<file path="src/rtl/dlp_pkg.sv">
// Package for the decimal literal parser: parse phases, character codes,
// keyword patterns, field widths and the finish-stage record.
// Depends on nothing; imported by decimal_literal_parser_top.
`default_nettype none

package dlp_pkg;

  // Widths and limits of the parsed fields.
  localparam int MaxDigits = 18;
  localparam int ExpWidth  = 32;
  localparam int CoefW     = 60;
  localparam int OutExpW   = 32;
  localparam int CountW    = $clog2(MaxDigits + 2);
  localparam int ExpMagW   = ExpWidth + 1;
  localparam int IndexW    = 6;
  localparam int KwBytes   = 8;

  localparam logic [ExpMagW-1:0] ExpNegLim = ExpMagW'(1) << (ExpWidth - 1);
  localparam logic [ExpMagW-1:0] ExpPosLim = ExpNegLim - ExpMagW'(1);

  // Stream payload widths.
  localparam int InDataW  = 8;
  localparam int OutDataW = 96;
  localparam int OutUserW = 4;

  typedef enum logic [2:0] {
    PH_START = 3'd0,
    PH_INT   = 3'd1,
    PH_FRAC  = 3'd2,
    PH_ELEAD = 3'd3,
    PH_ESIGN = 3'd4,
    PH_ENUM  = 3'd5
  } phase_e;

  typedef enum logic [2:0] {
    KIND_NONE = 3'd0,
    KIND_PINF = 3'd1,
    KIND_MINF = 3'd2,
    KIND_NAN  = 3'd3,
    KIND_SNAN = 3'd4
  } kind_e;

  // Character codes.
  localparam logic [7:0] ChPlus  = 8'h2B;
  localparam logic [7:0] ChMinus = 8'h2D;
  localparam logic [7:0] ChDot   = 8'h2E;
  localparam logic [7:0] ChZero  = 8'h30;
  localparam logic [7:0] ChNine  = 8'h39;
  localparam logic [7:0] ChUpE   = 8'h45;
  localparam logic [7:0] ChLowE  = 8'h65;
  localparam logic [7:0] ChUpA   = 8'h41;
  localparam logic [7:0] ChUpZ   = 8'h5A;
  localparam logic [7:0] ChCase  = 8'h20;
  localparam logic [7:0] ChSpace = 8'h20;
  localparam logic [7:0] ChTab   = 8'h09;
  localparam logic [7:0] ChCr    = 8'h0D;

  // Lower-cased keywords, first character in the lowest byte.
  localparam logic [63:0] KwInf      = 64'h0000_0000_0066_6E69;
  localparam logic [63:0] KwInfinity = 64'h7974_696E_6966_6E69;
  localparam logic [63:0] KwNan      = 64'h0000_0000_006E_616E;
  localparam logic [63:0] KwSnan     = 64'h0000_0000_6E61_6E73;

  // State of a finished literal, handed to the result stage.
  typedef struct packed {
    logic                kw_inf;
    logic                kw_nan;
    logic                kw_snan;
    logic                shape_ok;
    logic                sign_neg;
    logic                exp_neg;
    logic [CoefW-1:0]    coef;
    logic [ExpWidth-1:0] exp_mag;
    logic [CountW-1:0]   frac_cnt;
  } fin_t;

endpackage

`default_nettype wire

</file>
<file path="src/rtl/decimal_literal_parser_top.sv">
// Decimal literal parser: one character per request in, one result request
// per literal out. Depends on dlp_pkg for types, codes and widths.
`default_nettype none

//  Channel  Direction  tdata                              tuser             tlast
//  s_axis   in         [7:0] character                    -                 last
//  m_axis   out        [0] valid_res [1] negative         [0] spec_flag     -
//                      [61:2] coefficient [93:62] exponent [3:1] spec_kind
//
// One character is taken in every cycle while s_axis_tready is high. The scan
// state of a literal is folded into a finish register on its last character
// and the sign, range and keyword checks run from there into the output
// register. Reset clears the scan state and both stage valids.
// A stalled output holds its request; the input then stalls once the finish
// register is also full.
module decimal_literal_parser_top (
  input  wire                          clk_i,
  input  wire                          rst_ni,
  input  wire                          s_axis_tvalid,
  output logic                         s_axis_tready,
  input  wire  [dlp_pkg::InDataW-1:0]  s_axis_tdata,   // [7:0] character
  input  wire                          s_axis_tlast,
  output logic                         m_axis_tvalid,
  input  wire                          m_axis_tready,
  output logic [dlp_pkg::OutDataW-1:0] m_axis_tdata,   // valid_res, negative,
                                                       // coefficient, exponent
  output logic [dlp_pkg::OutUserW-1:0] m_axis_tuser    // spec_flag, spec_kind
);
  import dlp_pkg::*;

  // Scan state.
  phase_e                phase_q, phase_d;
  logic [IndexW-1:0]     idx_q, idx_d;
  logic                  sign_q, sign_d;
  logic [CoefW-1:0]      coef_q, coef_d;
  logic [CountW-1:0]     dcnt_q, dcnt_d;
  logic [CountW-1:0]     fcnt_q, fcnt_d;
  logic                  eneg_q, eneg_d;
  logic [ExpWidth-1:0]   emag_q, emag_d;
  logic [KwBytes-1:0][7:0] kw_q, kw_d;
  logic                  err_q, err_d;

  // Finish and output stages.
  fin_t                  fin_q, fin_d;
  logic                  fin_vld_q;
  logic                  out_vld_q;
  logic [OutDataW-1:0]   out_data_q, out_data_d;
  logic [OutUserW-1:0]   out_user_q, out_user_d;

  logic                  out_free, fin_free, in_acc, fin_load;
  logic [7:0]            ch, lc;
  logic [3:0]            dig;
  logic                  is_dig, is_spc;
  phase_e                ph;
  logic [CoefW+3:0]      coef_x10;
  logic [ExpWidth+3:0]   emag_x10;
  logic [ExpWidth-1:0]   emag_next;

  assign out_free      = !out_vld_q || m_axis_tready;
  assign fin_free      = !fin_vld_q || out_free;
  assign s_axis_tready = fin_free;
  assign in_acc        = s_axis_tvalid && fin_free;
  assign fin_load      = in_acc && s_axis_tlast;

  assign ch     = s_axis_tdata[7:0];
  assign lc     = (ch >= ChUpA && ch <= ChUpZ) ? (ch | ChCase) : ch;
  assign is_dig = (ch >= ChZero) && (ch <= ChNine);
  assign is_spc = (ch == ChSpace) || (ch >= ChTab && ch <= ChCr);
  assign dig    = 4'(ch - ChZero);

  // Times ten as shifts and adds; the exponent magnitude saturates at all ones,
  // which is already beyond any exponent the range check lets through.
  assign coef_x10  = {coef_q, 3'b000} + {2'b00, coef_q, 1'b0} + (CoefW+4)'(dig);
  assign emag_x10  = {emag_q, 3'b000} + {2'b00, emag_q, 1'b0} + (ExpWidth+4)'(dig);
  assign emag_next = (emag_x10[ExpWidth+3:ExpWidth] != 4'd0) ? '1 : emag_x10[ExpWidth-1:0];

  always_comb begin
    phase_d = phase_q;
    idx_d   = idx_q;
    sign_d  = sign_q;
    coef_d  = coef_q;
    dcnt_d  = dcnt_q;
    fcnt_d  = fcnt_q;
    eneg_d  = eneg_q;
    emag_d  = emag_q;
    kw_d    = kw_q;
    err_d   = err_q;
    ph      = (phase_q == PH_START) ? PH_INT : phase_q;
    fin_d   = fin_q;

    if (in_acc) begin
      if (phase_q == PH_START && (ch == ChPlus || ch == ChMinus)) begin
        phase_d = PH_INT;
        sign_d  = (ch == ChMinus);
      end else begin
        phase_d = ph;
        if (idx_q < IndexW'(KwBytes)) begin
          kw_d[idx_q[$clog2(KwBytes)-1:0]] = lc;
        end
        if (idx_q != '1) begin
          idx_d = idx_q + IndexW'(1);
        end
        unique case (ph)
          PH_INT, PH_FRAC: begin
            if (is_dig) begin
              if (dcnt_q < CountW'(MaxDigits)) begin
                coef_d = coef_x10[CoefW-1:0];
              end
              if (dcnt_q <= CountW'(MaxDigits)) begin
                dcnt_d = dcnt_q + CountW'(1);
              end
              if (ph == PH_FRAC && fcnt_q <= CountW'(MaxDigits)) begin
                fcnt_d = fcnt_q + CountW'(1);
              end
            end else if (ch == ChDot && ph == PH_INT) begin
              phase_d = PH_FRAC;
            end else if (ch == ChLowE || ch == ChUpE) begin
              phase_d = PH_ELEAD;
            end else begin
              err_d = 1'b1;
            end
          end
          PH_ELEAD: begin
            if (is_spc) begin
              phase_d = PH_ELEAD;
            end else if (ch == ChPlus || ch == ChMinus) begin
              eneg_d  = (ch == ChMinus);
              phase_d = PH_ESIGN;
            end else if (is_dig) begin
              emag_d  = emag_next;
              phase_d = PH_ENUM;
            end else begin
              err_d = 1'b1;
            end
          end
          default: begin
            if (is_dig) begin
              emag_d  = emag_next;
              phase_d = PH_ENUM;
            end else begin
              err_d = 1'b1;
            end
          end
        endcase
      end

      if (s_axis_tlast) begin
        fin_d.kw_inf   = (idx_d == IndexW'(3) && kw_d == KwInf) ||
                         (idx_d == IndexW'(8) && kw_d == KwInfinity);
        fin_d.kw_nan   = (idx_d == IndexW'(3) && kw_d == KwNan);
        fin_d.kw_snan  = (idx_d == IndexW'(4) && kw_d == KwSnan);
        fin_d.shape_ok = !err_d && dcnt_d != '0 && dcnt_d <= CountW'(MaxDigits) &&
                         phase_d != PH_ELEAD && phase_d != PH_ESIGN;
        fin_d.sign_neg = sign_d;
        fin_d.exp_neg  = eneg_d;
        fin_d.coef     = coef_d;
        fin_d.exp_mag  = emag_d;
        fin_d.frac_cnt = fcnt_d;
        // The next literal starts from a clean scan state.
        phase_d = PH_START;
        idx_d   = '0;
        sign_d  = 1'b0;
        coef_d  = '0;
        dcnt_d  = '0;
        fcnt_d  = '0;
        eneg_d  = 1'b0;
        emag_d  = '0;
        kw_d    = '0;
        err_d   = 1'b0;
      end
    end
  end

  // Result stage: keyword priority, then shape, exponent range and sign.
  logic [ExpMagW-1:0] em_x, fr_x, mag;
  logic               mag_ok, val_neg;
  logic [63:0]        val64;
  logic               r_valid, r_neg, r_spec;
  kind_e              r_kind;
  logic [CoefW-1:0]   r_coef;
  logic [OutExpW-1:0] r_exp;

  always_comb begin
    em_x = ExpMagW'(fin_q.exp_mag);
    fr_x = ExpMagW'(fin_q.frac_cnt);
    priority if (fin_q.exp_neg) begin
      mag     = em_x + fr_x;
      mag_ok  = (mag <= ExpNegLim);
      val_neg = 1'b1;
    end else if (em_x >= fr_x) begin
      mag     = em_x - fr_x;
      mag_ok  = (mag <= ExpPosLim);
      val_neg = 1'b0;
    end else begin
      mag     = fr_x - em_x;
      mag_ok  = (mag <= ExpNegLim);
      val_neg = 1'b1;
    end
    val64 = val_neg ? (64'd0 - 64'(mag)) : 64'(mag);

    r_valid = 1'b0;
    r_neg   = 1'b0;
    r_spec  = 1'b0;
    r_kind  = KIND_NONE;
    r_coef  = '0;
    r_exp   = '0;
    priority if (fin_q.kw_inf) begin
      r_valid = 1'b1;
      r_spec  = 1'b1;
      r_neg   = fin_q.sign_neg;
      r_kind  = fin_q.sign_neg ? KIND_MINF : KIND_PINF;
    end else if (fin_q.kw_nan) begin
      r_valid = 1'b1;
      r_spec  = 1'b1;
      r_neg   = fin_q.sign_neg;
      r_kind  = KIND_NAN;
    end else if (fin_q.kw_snan) begin
      r_valid = 1'b1;
      r_spec  = 1'b1;
      r_neg   = fin_q.sign_neg;
      r_kind  = KIND_SNAN;
    end else if (fin_q.shape_ok && mag_ok) begin
      r_valid = 1'b1;
      r_neg   = fin_q.sign_neg;
      r_coef  = fin_q.coef;
      r_exp   = val64[OutExpW-1:0];
    end

    out_data_d = {2'b00, r_exp, r_coef, r_neg, r_valid};
    out_user_d = {r_kind, r_spec};
  end

  always_ff @(posedge clk_i or negedge rst_ni) begin
    if (!rst_ni) begin
      phase_q <= PH_START;
      idx_q   <= '0;
      sign_q  <= 1'b0;
      coef_q  <= '0;
      dcnt_q  <= '0;
      fcnt_q  <= '0;
      eneg_q  <= 1'b0;
      emag_q  <= '0;
      kw_q    <= '0;
      err_q   <= 1'b0;
    end else begin
      phase_q <= phase_d;
      idx_q   <= idx_d;
      sign_q  <= sign_d;
      coef_q  <= coef_d;
      dcnt_q  <= dcnt_d;
      fcnt_q  <= fcnt_d;
      eneg_q  <= eneg_d;
      emag_q  <= emag_d;
      kw_q    <= kw_d;
      err_q   <= err_d;
    end
  end

  always_ff @(posedge clk_i or negedge rst_ni) begin
    if (!rst_ni) begin
      fin_vld_q <= 1'b0;
      out_vld_q <= 1'b0;
    end else begin
      if (fin_free) begin
        fin_vld_q <= fin_load;
      end
      if (out_free) begin
        out_vld_q <= fin_vld_q;
      end
    end
  end

  always_ff @(posedge clk_i) begin
    if (fin_load) begin
      fin_q <= fin_d;
    end
    if (out_free && fin_vld_q) begin
      out_data_q <= out_data_d;
      out_user_q <= out_user_d;
    end
  end

  assign m_axis_tvalid = out_vld_q;
  assign m_axis_tdata  = out_data_q;
  assign m_axis_tuser  = out_user_q;

endmodule

`default_nettype wire
</file>
<file path="config.mk">
export PLATFORM = sky130hd
export DESIGN_NAME = decimal_literal_parser_top
export DESIGN_NICKNAME = d
export VERILOG_FILES = /design/src/rtl/dlp_pkg.sv /design/src/rtl/decimal_literal_parser_top.sv
export SDC_FILE = /design/constraint.sdc
export NUM_CORES = 1
export LEC_CHECK = 0
export BUFFER_PORTS_ARGS = -buffer_cell sky130_fd_sc_hd__buf_4
export CELL_PAD_IN_SITES_DETAIL_PLACEMENT = 1
export CELL_PAD_IN_SITES_GLOBAL_PLACEMENT = 1
export CORE_ASPECT_RATIO = 0.9
export CORE_MARGIN = 5
export CORE_UTILIZATION = 41
export DETAILED_ROUTE_END_ITERATION = 10
export PLACE_DENSITY_LB_ADDON = 0.1
export SYNTH_ARGS = -nofsm -noshare
export SYNTH_HDL_FRONTEND = slang
export SYNTH_SLANG_ARGS = --single-unit
</file>
<file path="constraint.sdc">
create_clock -name clk_i -period 5.9 [get_ports clk_i]
set_clock_uncertainty 0.05 [all_clocks]
set_input_delay 0.59 -clock clk_i [delete_from_list [all_inputs] [get_ports clk_i]]
set_output_delay 0.59 -clock clk_i [all_outputs]
set_load 0.01 [all_outputs]
</file>
==> results by group <==
STA
  • Fin crit share: 90.8%
  • RSZ-0062 raised after global routing: no
  • Count of final setup violators: 0
  • Worst Tran Pin Value: 1120 ps
  • Worst rel slew slack: 24.7%
  • Total negative slack: 0 ps
  • Max Fclk: 187 MHz
  • Slew Viols, Final: 0
  • Min Clock Period, post-route: 5350 ps
  • Final Hold Fails: 0

Synthesis
  • YS warnings: 0
  • Synth Cell Area: 26,700 um^2
  • Ys async rst share: 47.2%
  • Share of the synthesized area in the top cell type: 22.6%
  • Post-synth top area cell: edfxtp_1
  • Synth Flop Type: edfxtp_1
  • Synth cell types: 102
  • Seq/Total Area, Yosys: 39.5%
  • Post-synth EDFFs: 201
  • FF+latch count, synth: 381
  • Synth Area per Inst: 9.14 um^2
  • Mapped Cells: 2,920
  • Dominant cells by area after synthesis: edfxtp_1, dfrtp_1, ha_1

Finish
  • Final Cell Area: 30,000 um^2
  • Number of fillers in the final layout: 7,367
  • Layout cells sized above 1: 10.5%
  • Most common cell after layout, fill and taps aside: nand2_1
  • Area grow syn2layout: 12.4%
  • Most frequent cells in the layout: nand2_1, a21oi_1, o21ai_0
  • # nets final: 3,167

GRT
  • Grt ovf: 0
  • All-Layer GR Usage: 24.6%
  • Number of global-route vias before repair: 24,000
  • Initial antenna violation count: 2
  • Pin count of the biggest net entering global routing: 123
  • First-pass GRT wire length: 140 mm

Critical path
  • Crit Path Class: reg -> reg
  • Cell mode on critical path: and3_1
  • R2R Setup Slk: 550 ps
  • Data required, critical path: 6180 ps
  • Slowest-stage cell, CP: a221oi_1
  • CP arrival: 5630 ps
  • Crit start category: flip-flop
  • Max Fanout on Critical Path: 16
  • CP Cell Sequence: inv_1, ha_1, and2_4, a221oi_1, and3_1, and4_4, and3_1, a21oi_1, nor3_2, nand4bb_1, nor3_1, a311o_1, nand3_1
  • Slowest stage delay, CP: 630 ps
  • Crit path capture type: flip-flop

CTS
  • Clk slew on worst S/H paths: 60 ps
  • CTS max path bufs: 3
  • CTS tree: done
  • Sink Count: 381
  • CTS buffer count: 44
  • H-tree depth: 2
  • Worst skew pair latency: 600 ps
  • Root Driver: clkbuf_16

Drt
  • Iter 0 DRT Violations: 1,751
  • DRC viols: 0
  • Routed WL per cell: 23.0 um
  • Remaining antenna violation count after routing: 0
  • Drt first pass iters: 5
  • Routed vias/inst: 6.07
  • DR vias: 23,300
  • Routed Wire Length: 88.5 mm

Placed design
  • Port-buffer cells: 112
  • GPL Wtd Cong: 0.913
  • Dpl cell area: 28,300 um^2
  • DP HPWL: 63.5 mm

Pwr
  • Flop pwr share: 43.4%
  • Sw Pwr: 2.22 mW
  • Max VDD drop: 209 uV
  • Switching Fraction: 29.1%
  • Static Leakage: 12.5 nW
  • P per Cell Area: 255 nW/um^2
  • Comb pwr share: 16.5%
  • Clk network pwr share: 40.1%
  • Internal: 5.41 mW

Floorplan
  • Die Ht: 252 um
  • I/O pins: 115
  • Area of the core: 64,300 um^2
  • Rows: 88
  • Starting Density: 41.5%
  • DIE AREA: 70,300 um^2
  • DIE WIDTH: 279 um

Job
  • Number of max-cap violations: 0

Status
  • Status: complete, no violations

Hold path
  • Worst Hold Class: in -> reg
==> through the flow <==
stage / std cells / power [mW] / hold slack [ps] / utilization (%) / setup slack (ps)
4_1_cts: 3840 / 7.71 / 204 / 46.6 / 657
3_3_place_gp: 3757 / 4.56 / 420 / 44.1 / 875
3_5_place_dp: 3757 / 4.61 / 443 / 44.1 / 681
6_report: 3841 / 7.63 / 232 / 46.6 / 546
5_1_grt: 3840 / 8.00 / 251 / 46.6 / 200
2_1_floorplan: 2921 / 4.14 / 244 / - / 1500
==> cell usage after synthesis (23+ instances only) <==
cell type	instances
nand2_1	337
a21oi_1	213
o21ai_0	204
edfxtp_1	201
ha_1	198
nor2_1	196
dfrtp_1	180
clkbuf_1	141
xnor2_1	87
nand3_1	86
inv_1	85
and2_1	74
nor3_1	73
a22o_1	65
a22oi_1	61
nand4_1	46
xor2_1	44
a21o_1	39
a31oi_1	37
o211ai_1	28
nor4_1	27
a211oi_1	26
or3_1	25
and3_1	23
==> per-layer routing <==
metal | part of all wire (%) | track usage, %
met5 | 0.014 | 0
met4 | 2.4 | 5.92
met3 | 4.3 | 3.03
met2 | 45 | 39.1
met1 | 48 | 36.0
==> registers in the layout (all words and copies together), names as in the netlist <==
name and flops:
eneg_q 1, m_axis_tdata 94, dcnt_q 5, m_axis_tuser 4, sign_q 1, fin_q 71, coef_q 60, em_x 32
err_q 1, phase_q 3, idx_q 6, m_axis_tvalid 1, fin_vld_q 1, fcnt_q 5, emag_q 32, kw_q 64
==> power groups by stage <==
stage               sequential (mW)  combinational, mW  clock [mW]
floorplan                      3.29              0.852           0
global placement               3.34               1.22           0
detailed placement             3.35               1.26           0
CTS                            3.30               1.27        3.14
global route                   3.34               1.40        3.26
finish                         3.31               1.26        3.06
==> critical path: cells and delay by family, from the launching register on <==
kind                     cells  cell delay, ps
AND/OR/NAND/NOR              8            3080
flip-flops                   1             390
buffers and inverters        1              60
adder cells (fa/ha/maj)      1             490
AO/OA/AOI/OAI                3            1030
==> final timing paths <==
kind,endpoint,depth (start not counted),start
max,m_axis_tdata[91],13,fin_q[4]
min,m_axis_tvalid,3,m_axis_tready
max reg2reg,m_axis_tdata[91],13,fin_q[4]
min reg2reg,kw_q[1],2,kw_q[1]
max in group asynchronous,m_axis_tvalid,3,rst_ni
min in group asynchronous,coef_q[48],2,rst_ni
==> cells by family (layout without fill, tap and decap cells) <==
| group | Yosys count | in the layout | share of synthesized area [%] |
|---|---|---|---|
| buf+inv | 269 | 333 | 3.98 |
| other cells | 1 | 3 | 0.0141 |
| simple gates | 1009 | 1009 | 18.9 |
| flops | 381 | 381 | 39.5 |
| compound gates | 884 | 884 | 21.9 |
| xor+xnor | 131 | 131 | 4.30 |
| fa+ha+maj | 205 | 205 | 9.81 |
| mux | 40 | 40 | 1.59 |
==> what timing repair did <==
action                                  in CTS  in global routing
endpoints found under the setup margin       0                  0
hold buffers                                 1                  0
buffers inserted                             0                  0
endpoints found under the hold margin       49                  0
gates resized for setup                      0                  0
==> area by class of cell <==
| cell class | instances | area (um^2) | area share, % |
|---|---|---|---|
| well taps | 855 | 1070 | 3.57 |
| clock inverters | 27 | 410 | 1.37 |
| diodes | 1 | 2.50 | 0.00835 |
| repair buffers | 164 | 1260 | 4.22 |
| multi-input cells | 2271 | 15100 | 50.5 |
| inverters | 87 | 329 | 1.10 |
| flip-flops and latches | 381 | 10500 | 35.2 |
| clock buffers | 55 | 1210 | 4.05 |
No activity file was read; power rests on OpenSTA's default activity.
